[src/rtl/ckim_pkg.sv]
// Shared sizes and the item record that travels along the cell chain.
package ckim_pkg;

    localparam int ENTRIES    = 256;
    localparam int COORD_BITS = 12;
    localparam int VALUE_BITS = 16;

    // Operation codes carried in the func field
    localparam logic FUNC_LOOKUP = 1'b0;
    localparam logic FUNC_INSERT = 1'b1;

    // One item in flight, plus what the cells passed so far have learned about it
    typedef struct packed {
        logic                  vld;
        logic                  func;
        logic [COORD_BITS-1:0] col;
        logic [COORD_BITS-1:0] row;
        logic [VALUE_BITS-1:0] value_in;
        logic                  found;
        logic [VALUE_BITS-1:0] value_out;
        logic                  placed;
    } t_item;

endpackage

[src/rtl/ckim_cell.sv]
// One table entry plus one pipeline stage of the search chain.
module ckim_cell (
    input  logic           i_clk,
    input  logic           i_rst_n,
    input  logic           i_adv,
    input  ckim_pkg::t_item i_item,
    output ckim_pkg::t_item o_item
);
    import ckim_pkg::*;

    logic                  r_e_valid;
    logic [COORD_BITS-1:0] r_e_col;
    logic [COORD_BITS-1:0] r_e_row;
    logic [VALUE_BITS-1:0] r_e_value;
    t_item                 r_item;

    t_item n_item;
    logic  w_match;
    logic  w_claim;
    logic  w_write;

    // Compare against the stored key; claim this entry if it is the first free one
    always_comb begin
        w_match = i_item.vld && r_e_valid && !i_item.found &&
                  (r_e_col == i_item.col) && (r_e_row == i_item.row);
        w_claim = i_item.vld && !r_e_valid && (i_item.func == FUNC_INSERT) &&
                  !i_item.found && !i_item.placed;
        w_write = w_claim || (w_match && (i_item.func == FUNC_INSERT));
        n_item  = i_item;
        if (w_match) begin
            n_item.found = 1'b1;
            if (i_item.func == FUNC_LOOKUP) begin
                n_item.value_out = r_e_value;
            end
        end
        if (w_claim) begin
            n_item.placed = 1'b1;
        end
    end

    // Valid bit of the entry and the stage flag
    always_ff @(posedge i_clk) begin
        if (!i_rst_n) begin
            r_e_valid  <= 1'b0;
            r_item.vld <= 1'b0;
        end else if (i_adv) begin
            if (w_claim) begin
                r_e_valid <= 1'b1;
            end
            r_item <= n_item;
        end
    end

    // Entry payload
    always_ff @(posedge i_clk) begin
        if (i_adv && w_claim) begin
            r_e_col <= i_item.col;
            r_e_row <= i_item.row;
        end
        if (i_adv && w_write) begin
            r_e_value <= i_item.value_in;
        end
    end

    assign o_item = r_item;

endmodule

[config.mk]
export PLATFORM = sky130hd
export DESIGN_NAME = ckim_cell
export DESIGN_NICKNAME = d
export VERILOG_FILES = /design/src/rtl/ckim_pkg.sv /design/src/rtl/ckim_cell.sv
export SDC_FILE = /design/constraint.sdc
export NUM_CORES = 1
export LEC_CHECK = 0
export ABC_AREA = 1
export BUFFER_PORTS_ARGS = -buffer_cell sky130_fd_sc_hd__buf_2
export CORE_MARGIN = 3
export CORE_UTILIZATION = 50
export DETAILED_ROUTE_END_ITERATION = 12
export PLACE_DENSITY = 0.77
export SLEW_MARGIN = 20
export SYNTH_ARGS = -nofsm -noshare
export SYNTH_HDL_FRONTEND = slang
export SYNTH_SLANG_ARGS = --single-unit
[constraint.sdc]
create_clock -name i_clk -period 6.7 [get_ports i_clk]
set_input_delay 0.67 -clock i_clk [delete_from_list [all_inputs] [get_ports i_clk]]
set_output_delay 0.67 -clock i_clk [all_outputs]
set_load 0.05 [all_outputs]
==> metrics.md, run 1 <==
| Metric | Value |
|---|---|
| Hold WC Path Type | input port to flop |
| Net count after synthesis | 384 |
| Setup crit end kind | flop |
| Synthesized area | 4300 um2 |
| Setup TNS | 0 ns |
| I/O pin cnt | 123 |
| Post-detail-place hpwl | 6100 um |
| Via/cell ratio | 4.94 |
| Unique masters post-synth | 27 |
| CTS tree | built |
| Ant. Diodes | 0 |
| Nets | 513 |
| Setup ws final | 4.42 ns |
| Initial DRT Pass Iterations | 4 |
| Area delta synth->final | 20.6% |
| Post-CTS resize count | 0 |
| Core area | 8300 um2 |
| Cell taking the most area after synthesis | edfxtp_1 |
| Slew margin rel. | 54.2% |
| Clock-pin transition on the worst setup and hold timing paths | 0.09 ns |
| Min Tclk post-route | 2.28 ns |
| First-pass GRT wire length | 13500 um |
| Initial core utilization | 51.8% |
| # Post-CTS Setup Buffers | 0 |
| Pins Over Slew Limit | 0 |
| Clock skew | 0.0119 ns |
| Fill cell count | 644 |
| Yosys top cell area share | 69.2% |
| Critical Path RT | 6.69 ns |
| Commonest non-fill, non-tap cell in the layout | buf_2 |
| Top cells by area, synth | edfxtp_1 (69%), nand2_1 (5.9%), inv_1 (4.3%) |
| Area of the die | 9740 um2 |
| Stages on the worst setup path | 6 |
| Clock buffer depth | 2 |
| Final Hold Fails | 0 |
| H-tree depth | 3 |
| RSZ-0062 raised after global routing | no |
| Clk root buf | clkbuf_8 |
| Worst path cell trace | buf_2, nand3_1, nor2_2, buf_4, inv_1, nand2_1 |
| Slowest-stage cell, CP | nand2_1 |
| Status | finished, final reports clean |
| Setup-failing EPs final | 0 |
| Row count | 33 |
| Initial antenna violation count | 0 |
| Most frequent cells in the layout | buf_2 (122), edfxtp_1 (99), nand2_1 (68) |
| Max Fclk | 439 MHz |
| Peak VDD IR | 132 uV |
| Worst skew pair latency | 0.36 ns |
| Crit path max-delay family | simple AND/OR/NAND/NOR gates |
| Worst hold slack | 0.494 ns |
| Vias in the first global route | 2810 |
| CTS hold repair buffers | 0 |
| Critical path buffer and inverter count | 3 |
| Chip Height | 98.7 um |
| Crit path max fanout | 26 |
| #FFs+latches synth | 101 |
| Post-synthesis sequential area ratio | 70.1% |
| Pwr/cell area | 246 nW/um2 |
| Clock sinks | 101 |
| DP Worst Slack | 4.03 ns |
| CTS Buf Count | 9 |
| Die width | 98.7 um |
| Crit-path max cell delay | 0.52 ns |
| # DRC | 0 |
| Worst slew pin tran | 0.685 ns |
| Layout cells sized above 1 | 40.2% |
| Routed WL per cell | 15.0 um |
| Setup crit start kind | input port |
| Routed via count | 2764 |
| FF-to-FF path depth | 6 |
| Crit path kind | input port to flop |
| WL final | 8380 um |
| Crit path DAT | 2.27 ns |
| Initial DRC Count | 121 |
| Gr ovfl total | 0 |
| Max Cap Viol | 0 |
| Hold depth | 1 |
| P_leak | 2.15 nW |
| Final period util | 34.0% |
| Placer Congestion | 0.748 |
| Syn. warnings | 0 |
| Mean area per synthesized cell | 13.4 um2 |
| # port buffers | 122 |
| Largest net degree at the start of global routing | 43 |
| GRT Util Overall | 17.9% |
| Cells after Synth | 321 |
| Post-DRT Antenna Nets | 0 |
## metrics by stage
| stage | utilization (%) | std cells | area [um2] | total power [mW] |
|---|---|---|---|---|
| 3_3_place_gp | 60.3 | 544 | 5010 | 0.934 |
| 5_1_grt | 62.4 | 560 | 5180 | 1.32 |
| 2_1_floorplan | - | 321 | 4300 | 0.879 |
| 6_report | 62.4 | 560 | 5180 | 1.27 |
| 3_5_place_dp | 60.3 | 544 | 5010 | 0.938 |
| 4_1_cts | 62.4 | 560 | 5180 | 1.28 |
## synth_stat cells (all sizes together)
master and n:
a21oi 1, buf 6, clkinv 1, dfxtp 2, edfxtp 99, inv 50, mux2 16, nand2 69
nand3 22, nand4 2, nor2 15, nor3 4, o21a 1, o21ai 1, o21bai 17, xnor2 15
## report_power, final
group	internal, mW	switching (mW)
clock network	0.139	0.212
logic	0.0501	0.138
registers	0.726	0.00765
total	0.915	0.358
## routing by layer
layer / global-route usage (%) / wire length [um]
met5: 0 / 0
met4: 8.09 / 175
met3: 4.67 / 498
met2: 30.6 / 4360
met1: 21.5 / 3340
## state kept, by name, summed over array words and instances, names as in the netlist
name	count
o_item	60
r_e_col	12
r_e_row	12
r_e_valid	1
r_e_value	16
## cell type report
class	instances	area, um2	area share [%]
Tap cell	105	131	2.54
Clock inverter	6	47.5	0.918
Sequential cell	101	3010	58.2
Inverter	51	193	3.72
Timing Repair Buffer	124	626	12.1
Clock buffer	10	128	2.46
Multi-Input combinational cell	163	1040	20.1
## logic make-up (layout without fill, tap and decap cells)
kind of cell | Yosys count | after routing | synth area share (%)
AOI/OAI and AO/OA | 20 | 20 | 4.16
xor gates and xnor gates | 15 | 15 | 3.06
buffers and inverters | 57 | 191 | 5.68
DFF | 101 | 101 | 70.1
muxes | 16 | 16 | 4.19
and+or+nand+nor | 112 | 112 | 12.8
## path summary, 6_finish.rpt
check / from / slack [ns] / endpoint
worst max-delay path: i_item[58] / 4.42 / r_e_value[15]$_DFFE_PP_
worst min-delay path: i_item[22] / 0.49 / o_item[22]$_DFFE_PP_
worst max register to register: r_e_valid$_SDFFE_PN0P_ / 4.65 / r_e_value[15]$_DFFE_PP_
worst min register to register: r_e_valid$_SDFFE_PN0P_ / 0.51 / r_e_valid$_SDFFE_PN0P_
No activity file was read; power rests on OpenSTA's default activity.
==> run 2: changes to the inputs <==
Settings changed: CORE_UTILIZATION 50 to 47, PLACE_DENSITY 0.77 to 0.76.
Clock period 6.7 ns to 2.05 ns, I/O delays scaled along.
==> run 2 against run 1 <==
Clock power grew to 3.8 times the previous value. Worst setup slack got worse by 4.2 ns. Routed wire length grew 3.9%. Design area increased by 1.7%. Count of clock-buffer cells in the layout decreased by 1. Combinational power increased to 3.3 times the previous value. Clock skew shrank 0.0015 ns. Flip-flop and latch count is the same. Sequential share of layout area decreased by 0.98 points. Sequential power grew to 3.3 times the previous value.
==> metrics.md, run 2 (synthesis results as in run 1) <==
| Metric | Value |
|---|---|
| Sw Ratio | 26.1% (-2.0 points) |
| Worst hold slack | 0.0380 ns (-0.456 ns) |
| Setup crit end kind | flop |
| Pins Over Slew Limit | 0 (unchanged) |
| GR Util met1 | 20.8% (-0.64 points) |
| Ant. Diodes | 0 (unchanged) |
| Initial DRT Pass Iterations | 4 (unchanged) |
| Commonest non-fill, non-tap cell in the layout | buf_2 |
| Setup crit start kind | flop |
| H-tree depth | 3 (unchanged) |
| Die width | 102 um (+2.9%) |
| Multi-input logic area | 1050 um2 (+0.48%) |
| Placer Congestion | 0.755 (+1.0%) |
| Gr ovfl total | 0 (unchanged) |
| FF+latch area | 3010 um2 (unchanged) |
| Largest net degree at the start of global routing | 26 (-40%) |
| Max FFs per register | 60 (unchanged) |
| Core area | 8810 um2 (+6.1%) |
| Placed Cells | 551 (+1.3%) |
| Final Hold Fails | 0 (unchanged) |
| Final std cells w/o fill | 566 (+1.1%) |
| # port buffers | 122 (unchanged) |
| Post-CTS resize count | 0 (unchanged) |
| Clock-pin transition on the worst setup and hold timing paths | 0.09 ns (about the same) |
| Setup-failing EPs final | 0 (unchanged) |
| CTS hold repair buffers | 0 (unchanged) |
| Row count | 34 (+3.0%) |
| Most frequent cells in the layout | buf_2 (122), edfxtp_1 (99), nand2_1 (68) |
| Max Fclk | 535 MHz |
| FF-to-FF path depth | 7 (+1) |
| Stages on the worst setup path | 7 (+1) |
| # DRC | 0 (unchanged) |
| Clk pwr share | 30.6% (+3.0 points) |
| Worst path cell trace | xnor2_1, nand2_1, nor2_2, nand3_4, clkinv_2, nand3_1, nand2_1 |
| Int Power | 3.22 mW (+250%) |
| Placement Cell Area | 5060 um2 (+1.0%) |
| Status | finished, final reports clean |
| Fill cell count | 701 (+8.9%) |
| CP dominant cell by count | nand2_1 |
| Min Tclk post-route | 1.87 ns |
| Top Usage Layer GRT | met2 |
| Chip Height | 102 um (+2.9%) |
| Crit path DAT | 2.09 ns (-0.18 ns) |
| Slowest-stage cell, CP | edfxtp_1 |
| Post-DRT Antenna Nets | 0 (unchanged) |
| CTS tree | built |
| Crit-path max cell delay | 0.40 ns (-0.12 ns) |
| Combinational group share of total power | 14.4% (-0.4 points) |
| Area of the die | 10300 um2 (+6.0%) |
| Post-layout instance area | 5270 um2 (+1.7%) |
| CTS Buf Count | 9 (unchanged) |
| Critical path buffer and inverter count | 1 (-2) |
| Worst skew pair latency | 0.35 ns (about the same) |
| Clock skew | 0.0104 ns (-0.00145 ns) |
| Met2 usage | 30.0% (-0.60 points) |
| Final period util | 91.2% |
| Slew margin rel. | 67.4% (+13 points) |
| I/O pin cnt | 123 (unchanged) |
| Setup TNS | 0 ns (unchanged) |
| RSZ-0062 raised after global routing | no |
| Finished Core Util | 59.8% (-2.6 points) |
| Vias in the first global route | 2809 (-0.036%) |
| Area delta synth->final | 22.6% |
| Layout cells sized above 1 | 40.8% (+0.61 points) |
| Via/cell ratio | 4.94 (about the same) |
| Max Cap Viol | 0 (unchanged) |
| Crit path max-delay family | simple AND/OR/NAND/NOR gates |
| Worst slew pin tran | 0.489 ns (-0.196 ns) |
| Routed via count | 2795 (+1.1%) |
| P_leak | 2.20 nW (+2.1%) |
| Pwr/cell area | 828 nW/um2 (+240%) |
| Post-detail-place hpwl | 6400 um (+5.0%) |
| First-pass GRT wire length | 13700 um (+0.92%) |
| Crit path kind | flop to flop |
| Clock sinks | 101 (unchanged) |
| # Post-CTS Setup Buffers | 0 (unchanged) |
| Crit path max fanout | 18 (-31%) |
| Nets | 517 (+0.78%) |
| Psw | 1.14 mW (+220%) |
| Clk root buf | clkbuf_8 |
| Initial core utilization | 48.8% (-3.0 points) |
| GRT Util Overall | 17.4% (-0.57 points) |
| Peak VDD IR | 444 uV (+240%) |
| Initial DRC Count | 128 (+5.8%) |
| Reg power frac | 55.0% (-2.6 points) |
| WL final | 8710 um (+3.9%) |
| Routed WL per cell | 15.4 um (+2.8%) |
| Met3 Track Usage GR | 5.23% (+0.56 points) |
| Critical Path RT | 2.27 ns (-4.42 ns) |
| Clock buffer depth | 2 (unchanged) |
| Hold WC Path Type | input port to flop |
| Hold depth | 1 (unchanged) |
| Initial antenna violation count | 0 (unchanged) |
run 2: cell type report:
class	instances	share of cell area (%)
clock inverter	6	1.69
multi-input combinational	163	19.9
inverter	51	3.66
sequential	101	57.2
timing repair buffer	128	12.7
clock buffer	9	2.35
tap	108	2.56
run 2: per-stage QoR:
step	total power [mW]	setup WS (ns)
after CTS	4.40	0.178
after global routing	4.54	0.0769
final	4.36	0.181
after floorplan	2.87	0.0129
after global placement	3.06	0.345
after detailed placement	3.08	0.210
run 2: worst register-to-register path, cell delays in order (launching register included):
cell and delay, ns:
edfxtp_1 0.40, xnor2_1 0.25, nand2_1 0.12, nor2_2 0.19, nand3_4 0.26, clkinv_2 0.31
nand3_1 0.12, nand2_1 0.10
run 2: power by group through the flow:
stage / sequential (mW) / combinational (mW) / clock, mW
floorplan: 2.73 / 0.142 / 0
global placement: 2.44 / 0.620 / 0
detailed placement: 2.45 / 0.631 / 0
CTS: 2.40 / 0.633 / 1.37
global route: 2.41 / 0.668 / 1.46
finish: 2.40 / 0.628 / 1.34
run 2: path summary, 6_finish.rpt:
check	start	end	slack, ns
max	r_e_row[10]$_DFFE_PP_	o_item[7]$_DFFE_PP_	0.18
min	i_item[22]	o_item[22]$_DFFE_PP_	0.04
max reg2reg	r_e_row[10]$_DFFE_PP_	o_item[7]$_DFFE_PP_	0.18
min reg2reg	r_e_valid$_SDFFE_PN0P_	r_e_valid$_SDFFE_PN0P_	0.52
run 2: routing by layer:
layer,part of all wire (%),routed length (um),up-vias
met5,0,0,-
met4,1.8,156,0
met3,7.1,620,12
met2,51,4460,93
met1,40,3470,1338
li1,-,-,1352
==> run 3: changes to the inputs <==
Settings changed: HOLD_SLACK_MARGIN set to 0.1.
==> run 3 against run 2 <==
Critical endpoint unchanged. Fmax fell by 3.9%. Critical path depth grew 2. Clock power is essentially flat. Routed wire length up 6.9%. Register-to-register slack improved by 0.08 ns. Global-route usage rose by 1.2 points. Design area rose by 8.2%. Worst setup slack worse by 0.076 ns. Flip-flop and latch count stayed put. Hold slack better by 0.12 ns.
==> metrics.md, run 3 (synthesis results as in run 1) <==
| Metric | Value |
|---|---|
| P_leak | 2.38 nW (+8.2%) |
| Hold depth | 3 (+2) |
| Die width | 102 um (unchanged) |
| Post-layout instance area | 5700 um2 (+8.2%) |
| Peak VDD IR | 421 uV (-5.1%) |
| Reg2reg end | o_item[7]$_DFFE_PP_ |
| Pins Over Slew Limit | 0 (unchanged) |
| Crit path max fanout | 18 (unchanged) |
| CTS Buf Count | 9 (unchanged) |
| Via/cell ratio | 4.80 (-2.8%) |
| Commonest non-fill, non-tap cell in the layout | buf_2 |
| Crit path max-delay family | buffers and inverters |
| Hold WC Path Type | input port to flop |
| I/O pin cnt | 123 (unchanged) |
| Final period util | 94.9% (+3.7 points) |
| Pwr/cell area | 778 nW/um2 (-6.0%) |
| # DRC | 0 (unchanged) |
| Worst skew pair latency | 0.36 ns (about the same) |
| Placement Cell Area | 5060 um2 (unchanged) |
| Routed WL per cell | 15.3 um (-0.66%) |
| Post-detail-place hpwl | 6400 um (unchanged) |
| Critical path buffer and inverter count | 3 (+2) |
| Placed Cells | 551 (unchanged) |
| Worst path cell trace | dlygate4sd3_1, buf_2, xnor2_1, nand2_1, nor2_2, nand3_4, inv_6, nand3_1, nand2_1 |
| Slew margin rel. | 67.9% (+0.57 points) |
| Routed via count | 2923 (+4.6%) |
| Initial DRT Pass Iterations | 4 (unchanged) |
| Setup TNS | 0 ns (unchanged) |
| Most frequent cells in the layout | buf_2 (122), edfxtp_1 (99), nand2_1 (68) |
| Initial DRC Count | 135 (+5.5%) |
| Setup crit start kind | input port |
| Max Fclk | 514 MHz (-3.9%) |
| Max Cap Viol | 0 (unchanged) |
| Clock buffer depth | 2 (unchanged) |
| Largest net degree at the start of global routing | 26 (unchanged) |
| Worst slew pin tran | 0.480 ns (-0.00851 ns) |
| Final std cells w/o fill | 609 (+7.6%) |
| Initial antenna violation count | 0 (unchanged) |
| CTS tree | built |
| First-pass GRT wire length | 14600 um (+6.6%) |
| Final Hold Fails | 0 (unchanged) |
| Slowest-stage cell, CP | dlygate4sd3_1 |
| GR Util met1 | 21.6% (+0.72 points) |
| Crit path kind | input port to flop |
| Reg2Reg Setup Slack | 0.26 ns (+0.08 ns) |
| Layout cells sized above 1 | 37.3% (-3.5 points) |
| Placer Congestion | 0.755 (unchanged) |
| Crit-path max cell delay | 0.54 ns (+0.14 ns) |
| Initial core utilization | 48.8% (unchanged) |
| Clk root buf | clkbuf_8 |
| Min Tclk post-route | 1.94 ns (+0.0755 ns) |
| Setup-failing EPs final | 0 (unchanged) |
| Max FFs per register | 60 (unchanged) |
| Hold EP | o_item[0]$_SDFFCE_PN1P_ |
| CP dominant cell by count | nand2_1 |
| Clock sinks | 101 (unchanged) |
| WL final | 9310 um (+6.9%) |
| Row count | 34 (unchanged) |
| Area of the die | 10300 um2 (unchanged) |
| RSZ-0062 raised after global routing | no |
| Nets | 560 (+8.3%) |
| Post-DRT Antenna Nets | 0 (unchanged) |
| Status | finished, final reports clean |
| # port buffers | 122 (unchanged) |
| Met3 Track Usage GR | 4.89% (-0.34 points) |
| Crit path DAT | 2.16 ns (+0.07 ns) |
| Top Usage Layer GRT | met2 |
| Finished Core Util | 64.8% (+4.9 points) |
| Gr ovfl total | 0 (unchanged) |
| Area delta synth->final | 32.7% |
| Critical Path RT | 2.27 ns (about the same) |
| Reg-to-Reg Start | r_e_row[10]$_DFFE_PP_ |
| Met2 usage | 33.2% (+3.3 points) |
| Clock skew | 0.0130 ns (+0.00254 ns) |
| Clock-pin transition on the worst setup and hold timing paths | 0.09 ns (about the same) |
| Hold_sp | i_item[0] |
| Setup crit end kind | flop |
| Ant. Diodes | 0 (unchanged) |
| Chip Height | 102 um (unchanged) |
| H-tree depth | 3 (unchanged) |
| FF-to-FF path depth | 7 (unchanged) |
| GRT Util Overall | 18.6% (+1.2 points) |
| Vias in the first global route | 3046 (+8.4%) |
| Core area | 8810 um2 (unchanged) |
## run 3: worst max path at each step
stage                               start  cells past startpoint  slack, ns                      to
floorplan                      i_item[58]                      6       0.01  r_e_value[0]$_DFFE_PP_
global placement    r_e_row[10]$_DFFE_PP_                      7       0.34    o_item[14]$_DFFE_PP_
detailed placement  r_e_row[10]$_DFFE_PP_                      7       0.21     o_item[7]$_DFFE_PP_
CTS                            i_item[44]                      9       0.05     o_item[7]$_DFFE_PP_
global route                   i_item[44]                      9       0.02    o_item[10]$_DFFE_PP_
finish                         i_item[44]                      9       0.11     o_item[7]$_DFFE_PP_
## run 3: area by class of cell
type                    count  area [um2]
fillers                   645        3100
flip-flops and latches    101        3010
repair buffers            171        1100
multi-input cells         163        1050
inverters                  51         196
well taps                 108         135
clock buffers               9         124
clock inverters             6        88.8
## run 3: power breakdown
| part | switching [mW] | internal (mW) | leakage, nW |
|---|---|---|---|
| registers | 0.0279 | 2.37 | 0.932 |
| clock network | 0.662 | 0.681 | 0.103 |
| logic | 0.471 | 0.224 | 1.35 |
## run 3: what timing repair did
| action | CTS | global route |
|---|---|---|
| resized for setup | 0 | 2 |
| endpoints found under the hold margin | 82 | 0 |
| setup endpoints to repair | 0 | 7 |
| buffers inserted | 0 | 0 |
| hold buffers | 43 | 0 |
## run 3: per-layer routing
layer  wire, um  part of all wire [%]
met1       3750                    40
met2       4860                    52
met3        512                   5.5
met4        177                   1.9
met5          0                     0
## run 3: worst register-to-register path: stages (launching register included)
cell and delay (ns):
edfxtp_1 0.39, xnor2_1 0.24, nand2_1 0.12, nor2_2 0.18
nand3_4 0.28, inv_6 0.24, nand3_1 0.10, nand2_1 0.10
## run 3: metrics by stage
stage / setup WS, ns / hold slack [ns] / power [mW]
after floorplan: 0.0129 / 0.298 / 2.87
after global placement: 0.345 / 0.397 / 3.06
after detailed placement: 0.210 / 0.398 / 3.08
after CTS: 0.0505 / 0.148 / 4.47
after global routing: 0.0171 / 0.158 / 4.61
final: 0.106 / 0.162 / 4.44
